File: config.mk
export PLATFORM = sky130hd
export DESIGN_NAME = path_waypoint_densifier
export DESIGN_NICKNAME = d
export VERILOG_FILES = /design/src/rtl/pwd_pkg.sv /design/src/rtl/path_waypoint_densifier.sv
export SDC_FILE = /design/constraint.sdc
export NUM_CORES = 2
export LEC_CHECK = 0
export BUFFER_PORTS_ARGS = -buffer_cell sky130_fd_sc_hd__buf_2
export CAP_MARGIN = 20
export CORE_ASPECT_RATIO = 2
export CORE_MARGIN = 2
export CORE_UTILIZATION = 45
export DETAILED_ROUTE_END_ITERATION = 6
export SYNTH_ARGS = -nofsm -noshare
export SYNTH_HDL_FRONTEND = slang
export SYNTH_SLANG_ARGS = --single-unit
File: constraint.sdc
create_clock -name clk -period 38.5 [get_ports clk]
set_input_delay 5.775 -clock clk [delete_from_list [all_inputs] [get_ports clk]]
set_output_delay 5.775 -clock clk [all_outputs]
set_load 0.02 [all_outputs]
File: src/rtl/pwd_pkg.sv
// Package with shared types and constants for the path waypoint densifier.
package pwd_pkg;

  localparam int STEP_W = 23;
  localparam int POS_W  = 32;
  localparam int QUAT_W = 16;
  localparam int DIFF_W = 33;

  typedef struct packed {
    logic signed [QUAT_W-1:0] qw;
    logic signed [QUAT_W-1:0] qz;
    logic signed [QUAT_W-1:0] qy;
    logic signed [QUAT_W-1:0] qx;
  } quat_t;

  typedef enum logic [6:0] {
    ST_IDLE  = 7'b0000001,
    ST_SQ    = 7'b0000010,
    ST_COUNT = 7'b0000100,
    ST_DIV   = 7'b0001000,
    ST_EMIT  = 7'b0010000,
    ST_WAIT  = 7'b0100000,
    ST_END   = 7'b1000000
  } state_t;

endpackage

File: src/rtl/path_waypoint_densifier.sv
// Top level of the path waypoint densifier: segment point count and linear interpolation.
//
//  channel  | dir | fields
//  s_axis   | in  | tdata: pos_x pos_y pos_z quat_x quat_y quat_z quat_w; tuser: final_waypoint
//  m_axis   | out | tdata: out_x out_y out_z out_qx out_qy out_qz out_qw; tlast: path_end
//  cfg      | in  | cfg_we, cfg_data: step_length
//
// A waypoint is accepted in the idle state, the horizontal length is squared over the x and y
// axes, and each candidate point count is then tried in turn on the shared multiplier. Each
// emitted point then takes, per axis, a magnitude step, a multiply by the point index and a
// bit-serial divide, and then loads the output register, which waits while a result is pending.
// A final waypoint is then emitted itself with tlast set, and a last step stores the waypoint before
// s_axis_tready rises again once the last result has been taken.
// Reset is synchronous and clears the stored waypoint and the step length to 1.0 m.
module path_waypoint_densifier #(
  parameter int MAX_STEPS = 63,
  parameter int FRAC_BITS = 16
) (
  input  logic         clk,
  input  logic         rst,
  input  logic         s_axis_tvalid,
  output logic         s_axis_tready,
  // pos_x, pos_y, pos_z, quat_x, quat_y, quat_z, quat_w
  input  logic [159:0] s_axis_tdata,
  // final_waypoint
  input  logic         s_axis_tuser,
  output logic         m_axis_tvalid,
  input  logic         m_axis_tready,
  // out_x, out_y, out_z, out_qx, out_qy, out_qz, out_qw
  output logic [159:0] m_axis_tdata,
  output logic         m_axis_tlast,
  input  logic         cfg_we,
  input  logic [pwd_pkg::STEP_W-1:0] cfg_data
);
  import pwd_pkg::*;

  localparam int CNT_W = $clog2(MAX_STEPS + 1);
  localparam logic [STEP_W-1:0] STEP_MIN =
    STEP_W'((((64'd5) << FRAC_BITS) + 64'd50) / 64'd100);
  localparam logic [STEP_W-1:0] STEP_RST = STEP_W'(64'd1 << FRAC_BITS);
  localparam int NUM_W = DIFF_W + CNT_W + 1;
  localparam int DCNT_W = $clog2(NUM_W + 1);

  state_t state;
  logic [STEP_W-1:0] step_length;
  logic have_previous;
  logic signed [POS_W-1:0] prev_pos [3];
  logic signed [POS_W-1:0] cur_pos [3];
  quat_t prev_q, cur_q;
  logic fin;
  logic signed [DIFF_W-1:0] delta [3];
  logic [64:0] len2;
  logic [CNT_W-1:0] steps, step_idx;
  logic [1:0] axis;
  logic [DIFF_W-1:0] mul_a, mul_b;
  logic [2*DIFF_W-1:0] mul_p;
  logic [DIFF_W-1:0] span;
  logic [NUM_W-1:0] rem, quo;
  logic [DCNT_W-1:0] dbit;
  logic [DIFF_W-1:0] mag;
  logic signed [POS_W-1:0] pt [3];
  logic [DIFF_W-1:0] ax, ay;
  logic [NUM_W:0] trial;

  assign ax = delta[0][DIFF_W-1] ? DIFF_W'(-delta[0]) : DIFF_W'(delta[0]);
  assign ay = delta[1][DIFF_W-1] ? DIFF_W'(-delta[1]) : DIFF_W'(delta[1]);

  always_comb begin
    mul_a = '0;
    mul_b = '0;
    case (state)
      ST_SQ: begin
        mul_a = axis[0] ? ay : ax;
        mul_b = mul_a;
      end
      ST_COUNT: begin
        mul_a = span;
        mul_b = mul_a;
      end
      default: begin
        mul_a = mag;
        mul_b = DIFF_W'(step_idx);
      end
    endcase
  end
  assign mul_p = mul_a * mul_b;
  assign trial = {rem[NUM_W-1:0], quo[NUM_W-1]} - {1'b0, (NUM_W)'({steps, 1'b0})};

  assign s_axis_tready = (state == ST_IDLE) && !m_axis_tvalid;

  always_ff @(posedge clk) begin
    if (rst) begin
      state <= ST_IDLE;
      step_length <= STEP_RST;
      have_previous <= 1'b0;
      m_axis_tvalid <= 1'b0;
      prev_q <= '0;
      for (int i = 0; i < 3; i++) prev_pos[i] <= '0;
    end else begin
      if (cfg_we) step_length <= (cfg_data < STEP_MIN) ? STEP_MIN : cfg_data;
      if (m_axis_tvalid && m_axis_tready) m_axis_tvalid <= 1'b0;
      case (state)
        ST_IDLE: begin
          if (s_axis_tvalid && s_axis_tready) begin
            for (int i = 0; i < 3; i++) begin
              cur_pos[i] <= s_axis_tdata[32*i +: 32];
              delta[i] <= DIFF_W'($signed(s_axis_tdata[32*i +: 32]))
                          - DIFF_W'(prev_pos[i]);
            end
            cur_q <= s_axis_tdata[159:96];
            fin <= s_axis_tuser;
            axis <= '0;
            len2 <= '0;
            if (have_previous) state <= ST_SQ;
            else if (s_axis_tuser) state <= ST_END;
            else begin
              have_previous <= 1'b1;
              for (int i = 0; i < 3; i++) prev_pos[i] <= s_axis_tdata[32*i +: 32];
              prev_q <= s_axis_tdata[159:96];
            end
          end
        end
        ST_SQ: begin
          len2 <= len2 + 65'(mul_p[63:0]);
          axis <= axis + 2'd1;
          if (axis[0]) begin
            state <= ST_COUNT;
            step_idx <= CNT_W'(1);
            span <= DIFF_W'(step_length);
          end
        end
        ST_COUNT: begin
          if (!len2[64] && (mul_p[64:0] >= len2) || (32'(step_idx) == MAX_STEPS)) begin
            steps <= step_idx;
            step_idx <= '0;
            axis <= '0;
            state <= ST_DIV;
            dbit <= '0;
          end else begin
            step_idx <= step_idx + CNT_W'(1);
            span <= span + DIFF_W'(step_length);
          end
        end
        ST_DIV: begin
          if (dbit == '0) begin
            mag <= delta[axis][DIFF_W-1] ? DIFF_W'(-delta[axis]) : DIFF_W'(delta[axis]);
            dbit <= DCNT_W'(1);
          end else if (dbit == DCNT_W'(1)) begin
            quo <= NUM_W'({mul_p[NUM_W-2:0], 1'b0}) + NUM_W'(steps);
            rem <= '0;
            dbit <= DCNT_W'(2);
          end else begin
            if (!trial[NUM_W]) rem <= trial[NUM_W-1:0];
            else rem <= {rem[NUM_W-2:0], quo[NUM_W-1]};
            quo <= {quo[NUM_W-2:0], !trial[NUM_W]};
            if (dbit == DCNT_W'(NUM_W + 1)) begin
              dbit <= '0;
              if (axis == 2'd2) state <= ST_EMIT;
              else axis <= axis + 2'd1;
            end else dbit <= dbit + DCNT_W'(1);
          end
          if (dbit == DCNT_W'(NUM_W + 1)) begin
            pt[axis] <= prev_pos[axis] + (delta[axis][DIFF_W-1]
              ? -POS_W'({quo[NUM_W-2:0], !trial[NUM_W]})
              : POS_W'({quo[NUM_W-2:0], !trial[NUM_W]}));
          end
        end
        ST_EMIT: begin
          if (!m_axis_tvalid) begin
            m_axis_tvalid <= 1'b1;
            m_axis_tdata <= {((fin && step_idx == steps - CNT_W'(1)) ? cur_q : prev_q),
                             pt[2], pt[1], pt[0]};
            m_axis_tlast <= 1'b0;
            if (step_idx == steps - CNT_W'(1)) begin
              if (fin) state <= ST_END;
              else state <= ST_WAIT;
            end else begin
              step_idx <= step_idx + CNT_W'(1);
              axis <= '0;
              state <= ST_DIV;
            end
          end
        end
        ST_END: begin
          if (!m_axis_tvalid) begin
            m_axis_tvalid <= 1'b1;
            m_axis_tdata <= {cur_q, cur_pos[2], cur_pos[1], cur_pos[0]};
            m_axis_tlast <= 1'b1;
            state <= ST_WAIT;
          end
        end
        ST_WAIT: begin
          have_previous <= !fin;
          for (int i = 0; i < 3; i++) prev_pos[i] <= cur_pos[i];
          prev_q <= cur_q;
          state <= ST_IDLE;
        end
        default: state <= ST_IDLE;
      endcase
    end
  end

endmodule

==> reports/qor.yml <==
timing:
  slew_violations: 0
  rsz0062_at_grt: "false"
  fin_crit_sh: 0.4503
  hold_violations: 0
  final.setup_skew_ns: 0.06370
  worst_slack_ns: 21.16
  tightest_slew_ns: 1.198
  fin_setup_tns_ns: 0
  max_freq_mhz: 57.68
  fin_crit_ns: 17.34
  setup_viol: 0
  relSlewSlack: 0.1989
cells_and_area:
  final_cell_area_um2: 94790
  fin_cells: 11840
  nets: 10950
  drive_gt1_frac: 0.09058
  fill_cells: 17810
  area_growth_pct: 9.380
synth:
  ys_top_cells_by_area: "edfxtp_1 29%, fa_1 22%, ha_1 8.1%, inv_1 6.2%, nand2_1 5.8%"
  synth_top_area_share: 0.2924
  yosys_warnings: 0
  synth_edf_count: 844
  synthDistinctLibCells: 89
  synth.largest_area_cell: "edfxtp_1"
  async_flop_share: 0
  ys_seq_elements: 942
  ys_seq_area_frac: 0.3151
  synth_nets: 10700
  netlist_area_um2: 86660
  synthCells: 8983
  syn_area_per_cell_um2: 9.648
  synth-main-ff-cell: "edfxtp_1"
place:
  numPortBuffers: 351
  dpl_worst_slack_ns: 21.37
  postPlaceCellArea_um2: 91830
  dpl.cell_count: 11660
  gp_congestion: 1.014
  hpwl_um: 259300
clock_tree:
  numCtsBuffers: 83
  clock_sinks: 942
  clock-root-buffer: "clkbuf_16"
  cts_tree: "yes"
  cts_hold_buf: 0
  path_clk_slew_ns: 0.07
  htreeDepth: 3
  clockBufferDepth: 3
  postCtsSetupBuffers: 0
  clk-insertion-delay-late_ns: 0.73
  cts.repair.resized: 0
global_routing:
  antenna_found_initial: 24
  grt_pass1_vias: 72830
  grt_use_total: 0.3393
  grt_first_pass_wirelength_um: 479200
  grt_max_degree: 114
  grt_overflow: 0
routing:
  wl_met1_um: 100900
  highest_layer: "met5"
  first_pass_iters: 5
  wl_per_cell_um: 27.91
  drt_first_iter_violations: 4523
  drc: 0
  wl_um: 330500
  met3WireLength_um: 19080
  routed_via_density: 5.717
  wl_met2_um: 169700
  routed-via-count: 67690
  detail-route-antenna-nets: 0
setup_path:
  crit_fanout: 33
  crit_arrival_ns: 17.65
  path_buf_inv: 8
  crit_required_ns: 38.82
  criticalPathCategory: "reg2reg"
  max_stage_delay_ns: 0.92
  cp_common_cell: "fa_1"
  crit_path_start_kind: "flop"
  timing.rr.start: "delta[0][4]"
  cp_slowest_cell: "a22o_1"
  cp-end-kind: "flop"
  critPathLaunch: "delta[0][4]"
  crit_family: "compound AO/OA/AOI/OAI gates"
min_path:
  hp-class: "reg2reg"
  holdCritStartpoint: "prev_q[20]"
die:
  ios: 352
  start_util: 0.4534
  die_x_um: 314.3
  rows: 227
  die_y_um: 624.6
  core_um2: 191100
  design.die.area_um2: 196300
power_and_ir_drop:
  p_leak_nw: 42.95
  power_density_nw_per_um2: 42.36
  vdd_ir_drop_max_mv: 0.05100
flow_run:
  drv_cap: 0
run_status:
  status: "complete, no violations"
==> Yosys cell counts (all sizes together) (50+ instances only) <==
library cell	n
nand4	55
nand3	64
mux2	66
a311oi	67
a22o	100
xor2	158
nor3	87
ha	561
edfxtp	844
fa	965
xnor2	285
a21o	119
o31ai	52
o21a	56
nor2	813
nand2	1331
clkbuf	328
nor2b	51
o21ai	309
mux2i	85
inv	1435
dfxtp	98
nand2b	50
a21oi	402
o21bai	62
==> registers in the layout, indices dropped and copies added (netlist names), 6 cells and up, named ones only <==
signal and flops:
m_axis_tdata 160, delta 99, cur_pos 96, prev_pos 96
pt 96, len2 65, cur_q 64, prev_q 64
quo 40, rem 40, mag 33, span 33
step_length 23, state 7, dbit 6, step_idx 6
steps 6
==> kinds of logic after synthesis <==
| family | count (synthesis) | share of synthesized area |
|---|---|---|
| AND/OR/NAND/NOR | 2698 | 0.1322 |
| buffers and inverters | 1815 | 0.07906 |
| AO/OA/AOI/OAI | 1408 | 0.1066 |
| XOR/XNOR | 443 | 0.04477 |
| multiplexers | 151 | 0.01839 |
| adder cells (fa/ha/maj) | 1526 | 0.3039 |
| flip-flops | 942 | 0.3151 |
==> worst min-delay path, cell delays in order, from the launching register on <==
cell and delay (ns):
dfxtp_1 0.31, nor2_1 0.09, a311oi_1 0.05
==> stage by stage <==
stage	power, mW	hold slack (ns)	util
detailed placement	3.104	0.4905	0.4804
CTS	4.013	0.5003	0.4953
global route	4.210	0.5158	0.4958
global placement	3.087	0.4816	0.4804
floorplan	2.502	0.4244	-
finish	4.016	0.4964	0.4959
==> where the power goes <==
part	total [mW]	switching, mW	internal (mW)
Clock	0.903	0.424	0.479
Combinational	1.70	1.11	0.583
Sequential	1.42	0.0874	1.33
==> path summary, 6_finish.rpt <==
check                                   to  slack [ns]  cells past startpoint
worst max-delay path              span[15]       21.16                     52
worst min-delay path            prev_q[20]        0.50                      2
worst max register to register    span[15]       21.16                     52
worst min register to register  prev_q[20]        0.50                      2
==> per-layer routing <==
layer,track usage,vias to the layer above
li1,-,29980
met1,0.3170,33820
met2,0.6088,2716
met3,0.05819,1173
met4,0.3377,8
met5,0,-
==> layout make-up <==
| cell class | count | area (µm²) | area share |
|---|---|---|---|
| Tap cell | 2519 | 3152 | 0.03325 |
| Antenna cell | 15 | 37.54 | 0.0003960 |
| Multi-Input combinational cell | 6226 | 52790 | 0.5569 |
| Timing Repair Buffer | 541 | 3232 | 0.03409 |
| Clock buffer | 100 | 2162 | 0.02281 |
| Inverter | 1442 | 5420 | 0.05718 |
| Clock inverter | 56 | 683.2 | 0.007207 |
| Sequential cell | 942 | 27310 | 0.2881 |
==> cells in the final DEF (no fill, tap or decap), types with 51 or more instances in the layout <==
cell type / n
inv_1: 1428
nand2_1: 1323
fa_1: 965
edfxtp_1: 844
nor2_1: 809
ha_1: 561
a21oi_1: 390
buf_2: 351
o21ai_0: 299
xnor2_1: 276
buf_4: 185
xor2_1: 156
a21o_1: 118
a22o_1: 100
dfxtp_1: 96
nor3_1: 85
mux2i_1: 85
clkbuf_16: 83
a311oi_1: 67
mux2_2: 66
nand3_1: 63
o21bai_1: 62
o21a_1: 56
nand4_1: 55
nor2b_1: 51
o31ai_1: 51
No activity file was read; power rests on OpenSTA's default activity.
